$ cat config.mk
export PLATFORM = sky130hd
export DESIGN_NAME = base64_stream_encoder
export DESIGN_NICKNAME = d
export VERILOG_FILES = /design/src/rtl/b64e_pkg.sv /design/src/rtl/b64e_front.sv /design/src/rtl/b64e_fifo.sv /design/src/rtl/b64e_back.sv /design/src/rtl/base64_stream_encoder.sv
export SDC_FILE = /design/constraint.sdc
export NUM_CORES = 1
export LEC_CHECK = 0
export BUFFER_PORTS_ARGS = -buffer_cell sky130_fd_sc_hd__buf_2
export CAP_MARGIN = 20
export CORE_MARGIN = 4
export CORE_UTILIZATION = 50
export CTS_CLUSTER_DIAMETER = 150
export DETAILED_ROUTE_END_ITERATION = 6
export HOLD_SLACK_MARGIN = 0.05
export PLACE_DENSITY = 0.77
export SETUP_SLACK_MARGIN = 0.1
export SYNTH_ARGS = -nofsm -noshare
export SYNTH_HDL_FRONTEND = slang
export SYNTH_SLANG_ARGS = --single-unit
$ cat constraint.sdc
create_clock -name clock -period 8.2 [get_ports clock]
set_input_delay 0.41 -clock clock [delete_from_list [all_inputs] [get_ports clock]]
set_output_delay 0.41 -clock clock [all_outputs]
set_load 0.1 [all_outputs]
$ cat src/rtl/b64e_pkg.sv
// Shared types, constants and helpers for the base64 stream encoder.
package b64e_pkg;

   // Register reset value and default group queue depth
   localparam logic [5:0] GPL_RESET = 6'd19;
   localparam int unsigned GROUP_QUEUE_DEPTH = 2;

   // ASCII codes for padding, line breaks and the alphabet ranges
   localparam logic [7:0] CHAR_PAD = 8'h3d;   // '='
   localparam logic [7:0] CHAR_CR  = 8'h0d;
   localparam logic [7:0] CHAR_LF  = 8'h0a;
   localparam logic [7:0] CHAR_UA  = 8'h41;   // 'A'
   localparam logic [7:0] CHAR_LA  = 8'h61;   // 'a'
   localparam logic [7:0] CHAR_D0  = 8'h30;   // '0'
   localparam logic [7:0] CHAR_PLUS  = 8'h2b;
   localparam logic [7:0] CHAR_SLASH = 8'h2f;

   // Sextet ranges of the alphabet
   localparam logic [5:0] SEXT_LOWER = 6'd26;
   localparam logic [5:0] SEXT_DIGIT = 6'd52;
   localparam logic [5:0] SEXT_PLUS  = 6'd62;

   // Number of bytes held by the front end
   typedef enum logic [1:0] {
      PH_EMPTY,
      PH_ONE,
      PH_TWO
   } phase_type;

   // One group handed from front end to back end
   typedef struct packed {
      logic [7:0] b1;
      logic [7:0] b2;
      logic [7:0] b3;
      logic [1:0] nbytes;   // 1 to 3 real bytes
      logic       eom;
   } group_type;

   // Map a 6-bit value to its alphabet character
   function automatic logic [7:0] sextet_char(input logic [5:0] v);
      logic [7:0] ch;
      if (v < SEXT_LOWER) begin
         ch = CHAR_UA + {2'b00, v};
      end else if (v < SEXT_DIGIT) begin
         ch = CHAR_LA + {2'b00, v - SEXT_LOWER};
      end else if (v < SEXT_PLUS) begin
         ch = CHAR_D0 + {2'b00, v - SEXT_DIGIT};
      end else if (v == SEXT_PLUS) begin
         ch = CHAR_PLUS;
      end else begin
         ch = CHAR_SLASH;
      end
      return ch;
   endfunction

endpackage

$ cat src/rtl/b64e_front.sv
// Front end: collects raw bytes into groups of up to three.
module b64e_front
   import b64e_pkg::*;
(
   input  logic       clock,
   input  logic       reset,
   input  logic       req_tvalid,
   output logic       req_tready,
   input  logic [7:0] req_tdata,
   input  logic       req_tlast,
   output logic       push_valid,
   input  logic       push_ready,
   output group_type  push_group
);

   phase_type   phase_ff, phase_in;
   logic [15:0] pend_ff, pend_in;
   logic        accept;
   logic        completes;

   assign req_tready = push_ready;
   assign accept     = req_tvalid & req_tready;

   // A group closes on the third byte or on the final byte
   assign completes  = (phase_ff == PH_TWO) | req_tlast;

   // Next state
   always_comb begin
      phase_in = phase_ff;
      pend_in  = pend_ff;
      if (accept) begin
         if (completes) begin
            phase_in = PH_EMPTY;
            pend_in  = 16'h0000;
         end else begin
            unique case (phase_ff)
               PH_EMPTY: begin
                  phase_in = PH_ONE;
                  pend_in  = {req_tdata, 8'h00};
               end
               PH_ONE: begin
                  phase_in = PH_TWO;
                  pend_in  = {pend_ff[15:8], req_tdata};
               end
               default: begin
                  phase_in = PH_EMPTY;
                  pend_in  = 16'h0000;
               end
            endcase
         end
      end
   end

   // Outputs: group handed to the queue
   always_comb begin
      push_valid      = accept & completes;
      push_group.eom  = req_tlast;
      unique case (phase_ff)
         PH_ONE: begin
            push_group.b1     = pend_ff[15:8];
            push_group.b2     = req_tdata;
            push_group.b3     = 8'h00;
            push_group.nbytes = 2'd2;
         end
         PH_TWO: begin
            push_group.b1     = pend_ff[15:8];
            push_group.b2     = pend_ff[7:0];
            push_group.b3     = req_tdata;
            push_group.nbytes = 2'd3;
         end
         default: begin
            push_group.b1     = req_tdata;
            push_group.b2     = 8'h00;
            push_group.b3     = 8'h00;
            push_group.nbytes = 2'd1;
         end
      endcase
   end

   always_ff @(posedge clock) begin
      if (reset) begin
         phase_ff <= PH_EMPTY;
         pend_ff  <= 16'h0000;
      end else begin
         phase_ff <= phase_in;
         pend_ff  <= pend_in;
      end
   end

endmodule

$ cat src/rtl/b64e_fifo.sv
// Short group queue between front end and back end.
module b64e_fifo
   import b64e_pkg::*;
#(
   parameter int unsigned DEPTH = GROUP_QUEUE_DEPTH
)
(
   input  logic      clock,
   input  logic      reset,
   input  logic      push_valid,
   output logic      push_ready,
   input  group_type push_group,
   output logic      pop_valid,
   input  logic      pop_ready,
   output group_type pop_group
);

   localparam int unsigned PW = (DEPTH > 1) ? $clog2(DEPTH) : 1;
   localparam int unsigned CW = $clog2(DEPTH + 1);
   localparam logic [PW-1:0] LAST_SLOT = PW'(DEPTH - 1);
   localparam logic [CW-1:0] FULL_COUNT = CW'(DEPTH);

   group_type     slot_ff [DEPTH];
   logic [PW-1:0] wr_ptr_ff, wr_ptr_in;
   logic [PW-1:0] rd_ptr_ff, rd_ptr_in;
   logic [CW-1:0] count_ff, count_in;
   logic          do_push;
   logic          do_pop;

   assign push_ready = (count_ff != FULL_COUNT);
   assign pop_valid  = (count_ff != '0);
   assign pop_group  = slot_ff[rd_ptr_ff];
   assign do_push    = push_valid & push_ready;
   assign do_pop     = pop_valid & pop_ready;

   // Pointer and fill count update
   always_comb begin
      wr_ptr_in = wr_ptr_ff;
      rd_ptr_in = rd_ptr_ff;
      count_in  = count_ff;
      if (do_push) begin
         wr_ptr_in = (wr_ptr_ff == LAST_SLOT) ? '0 : wr_ptr_ff + 1'b1;
      end
      if (do_pop) begin
         rd_ptr_in = (rd_ptr_ff == LAST_SLOT) ? '0 : rd_ptr_ff + 1'b1;
      end
      if (do_push && !do_pop) begin
         count_in = count_ff + 1'b1;
      end else if (do_pop && !do_push) begin
         count_in = count_ff - 1'b1;
      end
   end

   always_ff @(posedge clock) begin
      if (reset) begin
         wr_ptr_ff <= '0;
         rd_ptr_ff <= '0;
         count_ff  <= '0;
      end else begin
         wr_ptr_ff <= wr_ptr_in;
         rd_ptr_ff <= rd_ptr_in;
         count_ff  <= count_in;
      end
   end

   // Storage
   always_ff @(posedge clock) begin
      if (do_push) begin
         slot_ff[wr_ptr_ff] <= push_group;
      end
   end

endmodule

$ cat src/rtl/b64e_back.sv
// Back end: turns queued groups into characters, line breaks and flags.
module b64e_back
   import b64e_pkg::*;
(
   input  logic       clock,
   input  logic       reset,
   input  logic [5:0] groups_per_line,
   input  logic       pop_valid,
   output logic       pop_ready,
   input  group_type  pop_group,
   output logic       rsp_tvalid,
   input  logic       rsp_tready,
   output logic [7:0] rsp_tdata,
   output logic       rsp_tlast,
   output logic       rsp_tuser
);

   localparam logic [2:0] IDX_GROUP_END = 3'd3;
   localparam logic [2:0] IDX_CR        = 3'd4;
   localparam logic [2:0] IDX_LF        = 3'd5;

   logic [2:0] idx_ff, idx_in;
   logic [5:0] gol_ff, gol_in;
   logic       out_valid_ff, out_valid_in;
   logic [7:0] char_ff, char_in;
   logic       last_ff, last_in;
   logic       done_ff, done_in;
   logic [6:0] gol_next;
   logic       brk;
   logic       load;
   logic       final_char;
   logic [7:0] ch;

   // Line break after this group
   assign gol_next   = {1'b0, gol_ff} + 7'd1;
   assign brk        = (groups_per_line != 6'd0) && (gol_next >= {1'b0, groups_per_line});
   assign final_char = (idx_ff == (brk ? IDX_LF : IDX_GROUP_END));
   assign load       = pop_valid & (~out_valid_ff | rsp_tready);
   assign pop_ready  = load & final_char;

   // Character for the current slot of the group
   always_comb begin
      case (idx_ff)
         3'd0: ch = sextet_char(pop_group.b1[7:2]);
         3'd1: ch = sextet_char({pop_group.b1[1:0], pop_group.b2[7:4]});
         3'd2: ch = (pop_group.nbytes >= 2'd2)
                    ? sextet_char({pop_group.b2[3:0], pop_group.b3[7:6]}) : CHAR_PAD;
         3'd3: ch = (pop_group.nbytes == 2'd3)
                    ? sextet_char(pop_group.b3[5:0]) : CHAR_PAD;
         IDX_CR: ch = CHAR_CR;
         default: ch = CHAR_LF;
      endcase
   end

   // Slot counter, line count and output register
   always_comb begin
      idx_in       = idx_ff;
      gol_in       = gol_ff;
      out_valid_in = out_valid_ff & ~rsp_tready;
      char_in      = char_ff;
      last_in      = last_ff;
      done_in      = done_ff;
      if (load) begin
         out_valid_in = 1'b1;
         char_in      = ch;
         last_in      = final_char;
         done_in      = final_char & pop_group.eom;
         if (final_char) begin
            idx_in = 3'd0;
            if (pop_group.eom || brk || groups_per_line == 6'd0) begin
               gol_in = 6'd0;
            end else begin
               gol_in = gol_next[5:0];
            end
         end else begin
            idx_in = idx_ff + 3'd1;
         end
      end
   end

   always_ff @(posedge clock) begin
      if (reset) begin
         idx_ff       <= 3'd0;
         gol_ff       <= 6'd0;
         out_valid_ff <= 1'b0;
      end else begin
         idx_ff       <= idx_in;
         gol_ff       <= gol_in;
         out_valid_ff <= out_valid_in;
      end
   end

   always_ff @(posedge clock) begin
      char_ff <= char_in;
      last_ff <= last_in;
      done_ff <= done_in;
   end

   assign rsp_tvalid = out_valid_ff;
   assign rsp_tdata  = char_ff;
   assign rsp_tlast  = last_ff;
   assign rsp_tuser  = done_ff;

endmodule

$ cat src/rtl/base64_stream_encoder.sv
// Base64 stream encoder (standard alphabet, '=' padding, CR LF line breaks).
// Raw bytes enter one per transfer on req_; the last byte of a message has
// req_tlast set. Every three bytes, or the final short group, give four
// characters on rsp_, followed by CR LF once groups_per_line groups have
// been written on the line (csr_wr_data = 0 turns breaks off; reset value 19).
// rsp_tlast marks the last character caused by an input byte, rsp_tuser the
// final character of the message. The output runs at one character per
// cycle while rsp_tready is high, set by the single output register; a
// group gives four characters, or six if it closes a line. Input bytes are
// taken one per cycle while the two-entry group queue has room; a closing
// byte's group passes the queue and the output register before its first
// character appears. Write the register only while the encoder is idle.
module base64_stream_encoder
   import b64e_pkg::*;
#(
   parameter int unsigned QUEUE_DEPTH = GROUP_QUEUE_DEPTH
)
(
   input  logic       clock,
   input  logic       reset,
   input  logic       req_tvalid,
   output logic       req_tready,
   input  logic [7:0] req_tdata,    // [7:0] data_byte
   input  logic       req_tlast,
   output logic       rsp_tvalid,
   input  logic       rsp_tready,
   output logic [7:0] rsp_tdata,    // [7:0] out_char
   output logic       rsp_tlast,
   output logic       rsp_tuser,    // [0] message_done
   input  logic       csr_wr_en,
   input  logic [5:0] csr_wr_data
);

   logic [5:0] gpl_ff, gpl_in;
   logic       push_valid;
   logic       push_ready;
   group_type  push_group;
   logic       pop_valid;
   logic       pop_ready;
   group_type  pop_group;

   // Line length register
   assign gpl_in = csr_wr_en ? csr_wr_data : gpl_ff;

   always_ff @(posedge clock) begin
      if (reset) begin
         gpl_ff <= GPL_RESET;
      end else begin
         gpl_ff <= gpl_in;
      end
   end

   b64e_front u_front (
      .clock      (clock),
      .reset      (reset),
      .req_tvalid (req_tvalid),
      .req_tready (req_tready),
      .req_tdata  (req_tdata),
      .req_tlast  (req_tlast),
      .push_valid (push_valid),
      .push_ready (push_ready),
      .push_group (push_group)
   );

   b64e_fifo #(
      .DEPTH (QUEUE_DEPTH)
   ) u_fifo (
      .clock      (clock),
      .reset      (reset),
      .push_valid (push_valid),
      .push_ready (push_ready),
      .push_group (push_group),
      .pop_valid  (pop_valid),
      .pop_ready  (pop_ready),
      .pop_group  (pop_group)
   );

   b64e_back u_back (
      .clock           (clock),
      .reset           (reset),
      .groups_per_line (gpl_ff),
      .pop_valid       (pop_valid),
      .pop_ready       (pop_ready),
      .pop_group       (pop_group),
      .rsp_tvalid      (rsp_tvalid),
      .rsp_tready      (rsp_tready),
      .rsp_tdata       (rsp_tdata),
      .rsp_tlast       (rsp_tlast),
      .rsp_tuser       (rsp_tuser)
   );

`ifndef SYNTHESIS
   // End of message is always the last character of its byte
   a_done_is_last: assert property (@(posedge clock) disable iff (reset)
      rsp_tvalid && rsp_tuser |-> rsp_tlast)
      else $error("message_done without last_of_run");

   // LF only ever closes the characters of a byte
   a_lf_is_last: assert property (@(posedge clock) disable iff (reset)
      rsp_tvalid && rsp_tdata == CHAR_LF |-> rsp_tlast)
      else $error("LF not marked last");

   // A group leaves the queue only while the output register can take it
   a_pop_needs_room: assert property (@(posedge clock) disable iff (reset)
      pop_ready |-> pop_valid && (!rsp_tvalid || rsp_tready))
      else $error("group popped without output room");

   // Output is empty on the first edge after reset is released
   a_reset_empty: assert property (@(posedge clock)
      !reset && $past(reset) |-> !rsp_tvalid)
      else $error("output valid after reset");
`endif

endmodule

==> metrics.cfg <==
[final_layout]
n_antenna_cell = 0
design_area_um2 = 7487
drive_gt1_frac = 0.1182
instances_no_fill = 912
syn2layout_area_growth_pct = 9.237
fill_cells = 1140
nNetsFinal = 809

[timing]
slew_violations = 0
worst_pin_slew_ns = 1.024
period_share = 0.4238
max_freq_ghz = 0.2878
skew_ns = 0.004849
relSlewSlack = 0.3175
period_needed_ns = 3.475
setup_viol = 0
setup_tns_ns = 0
hold_viol = 0
rsz0062_at_grt = false

[die]
rows = 42
core_um2 = 13350
io_pins = 32
start_util = 0.5135
die_area_um2 = 15650
die_h_um = 125.1
die_x_um = 125.1

[synth]
synth-main-ff-cell = edfxtp_1
netlist_area_um2 = 6854
yosysTopAreaCellShare = 0.2804
syn-num-nets = 786
synth-edff-count = 64
ys_async_sr_fraction = 0
syn_area_per_cell_um2 = 9.681
yosys-top-cells-area = edfxtp_1 (28%), dfxtp_1 (11%), ha_1 (11%)
yosysWarnings = 0
yosysUniqueCellTypes = 71
synth_seq_cells = 103
synth_area_leader_cell = edfxtp_1
netlist_instances = 708
ys_seq_area_frac = 0.3943

[min_path]
whs_path_depth = 3
hold_class = in -> reg
min_from = csr_wr_data[1]

[worst_setup_path]
crit_path_max_incr_delay_ns = 0.72
required_ns = 8.29
end_kind = flip-flop
worstSetupPathType = reg -> reg
crit_fanout = 45
arrival_ns = 3.56
start_kind = flip-flop
cp_slowest_cell = mux2i_1
crit_chain = buf_4 > mux2i_1 > inv_1 > ha_1 > a21oi_4 > o21ai_1 > o211ai_1 > a31oi_1 > or4_1
worstRegToRegCells = 9

[global_route]
grt_pass1_vias = 5033
grt.overflow.total = 0
grt_start_max_net_pins = 46
antenna_found_initial = 0
grt_pass1_wl_mm = 25.14
gr-usage-all-layers = 0.1967

[cts]
cts_tree = built
cts_max_level = 3
cts_made_buffers = 9
cts_buffer_depth = 2
post_cts_resized = 0
cts_root_buf = clkbuf_16
clkSinkCount = 103
insertion_delay_ns = 0.35
hold_buffers = 0
cts_setup_buffers = 0
path_clk_slew_ns = 0.07

[flow_run]
cap_violations = 0

[route]
via_per_inst = 5.807
routed_wl_mm = 15.45
via_count = 5296
wl_per_cell_um = 16.94
dr.pass1.iters = 5
drc = 0
drtIter0Drc = 424
antenna_left = 0

[power_and_ir_drop]
irDropWorstVdd_uv = 129.5
p_per_area_nw_per_um2 = 203.8
leakagePower_nw = 2.865

[place]
dpl_cell_area_um2 = 7154
port_buffers = 31
dp.cells = 896
gp_congestion = 0.9888
dp_hpwl_mm = 11.89

[run_status]
status = complete, no violations

==> layout make-up <==
type / instances / area, um2 / area share
clock inverter: 4 / 55.05 / 0.007353
tap: 176 / 220.2 / 0.02941
sequential: 103 / 2704 / 0.3611
multi-input combinational: 540 / 3871 / 0.5170
clock buffer: 12 / 277.8 / 0.03710
timing repair buffer: 34 / 197.7 / 0.02640
inverter: 43 / 161.4 / 0.02156
==> cells by family (layout without fill, tap and decap cells) <==
kind of cell	count (synthesis)	count (layout)	share of synthesized area
AO/OA/AOI/OAI	179	179	0.1736
buffers and inverters	65	93	0.04162
AND/OR/NAND/NOR	222	222	0.1586
flip-flops	103	103	0.3943
multiplexers	32	32	0.06006
XOR/XNOR	49	49	0.06590
adder cells (fa/ha/maj)	58	58	0.1059
==> routing by layer <==
layer	vias to the layer above	track usage	share of wire
met4	0	0.07717	0.028
met5	-	0	0
met3	31	0.03326	0.050
li1	2614	-	-
met2	160	0.3116	0.45
met1	2491	0.2703	0.47
==> worst paths after layout <==
| kind | endpoint | slack [ns] |
|---|---|---|
| setup reg to reg | u_back.rsp_tdata[3]$_DFFE_PP_ | 4.73 |
| hold / removal | gpl_ff[1]$_SDFFE_PP1P_ | 0.28 |
| setup / recovery | u_back.rsp_tdata[3]$_DFFE_PP_ | 4.73 |
| hold reg to reg | u_front.pend_ff[12]$_SDFFE_PP0P_ | 0.46 |
==> report_power, final <==
| part | total [mW] | switching [mW] | internal [mW] | leakage [nW] |
|---|---|---|---|---|
| clock | 0.466 | 0.192 | 0.274 | 0.161 |
| sequential | 0.617 | 0.0190 | 0.598 | 0.925 |
| combinational | 0.442 | 0.307 | 0.136 | 1.78 |
==> registers in the layout (all words and copies together), names as in the netlist, named ones only <==
signal             flops
u_fifo.rd_ptr_ff       1
u_front.pend_ff       16
u_back.rsp_tvalid      1
u_back.idx_ff          3
u_back.rsp_tuser       1
u_fifo.slot_ff        54
u_fifo.count_ff        2
gpl_ff                 6
u_back.rsp_tlast       1
u_back.gol_ff          6
u_fifo.wr_ptr_ff       1
u_front.phase_ff       2
u_back.rsp_tdata       8
==> worst max-delay path: cells and delay by family, from the launching register on <==
family,cells,cell delay [ns]
buffers and inverters,2,0.66
AND/OR/NAND/NOR,1,0.52
flip-flops,1,0.31
AO/OA/AOI/OAI,4,0.71
adder cells (fa/ha/maj),1,0.27
multiplexers,1,0.72
==> through the flow <==
stage / utilization / setup slack [ns] / hold WS [ns] / total power [mW]
global placement: 0.5339 / 4.852 / 0.4414 / 1.057
detailed placement: 0.5360 / 4.740 / 0.4451 / 1.066
floorplan: - / 4.113 / 0.4321 / 0.9709
finish: 0.5609 / 4.725 / 0.2762 / 1.526
global route: 0.5609 / 4.426 / 0.2861 / 1.602
CTS: 0.5609 / 4.739 / 0.2650 / 1.533
==> synthesized netlist by cell type, types with 4 or more instances <==
master / instances
clkbuf_1: 11
ha_1: 58
o22ai_1: 12
inv_1: 41
a211oi_1: 4
nand2b_1: 8
or3_1: 4
o21ai_0: 26
a22oi_1: 17
o211ai_1: 10
xnor2_1: 33
a21o_1: 7
a21oi_1: 47
nor2_1: 45
mux2i_1: 15
edfxtp_1: 64
dfxtp_1: 39
nand4_1: 6
nand3_1: 31
o31ai_1: 4
mux2_2: 7
mux2i_2: 4
nand2_1: 69
mux2i_4: 5
a31oi_1: 14
and2_1: 16
nand3b_1: 7
xor2_1: 13
nor3_1: 8
nor2b_1: 16
==> layout by cell type, fill, tap and decap left out, types with 5 or more instances in the layout <==
| master | n |
|---|---|
| a21o_1 | 7 |
| ha_1 | 58 |
| nor2_1 | 45 |
| dfxtp_1 | 38 |
| xnor2_1 | 33 |
| a22oi_1 | 17 |
| and2_1 | 16 |
| clkbuf_16 | 10 |
| mux2_2 | 7 |
| inv_1 | 41 |
| nand3_1 | 31 |
| nand2b_1 | 8 |
| mux2i_4 | 5 |
| a21oi_1 | 47 |
| a31oi_1 | 14 |
| xor2_1 | 13 |
| nor3_1 | 7 |
| nand4_1 | 6 |
| buf_2 | 31 |
| o22ai_1 | 12 |
| o21ai_0 | 26 |
| o211ai_1 | 10 |
| nor2b_1 | 16 |
| nand3b_1 | 7 |
| nand2_1 | 69 |
| mux2i_1 | 15 |
| edfxtp_1 | 64 |
(Power assumes the default switching activity.)
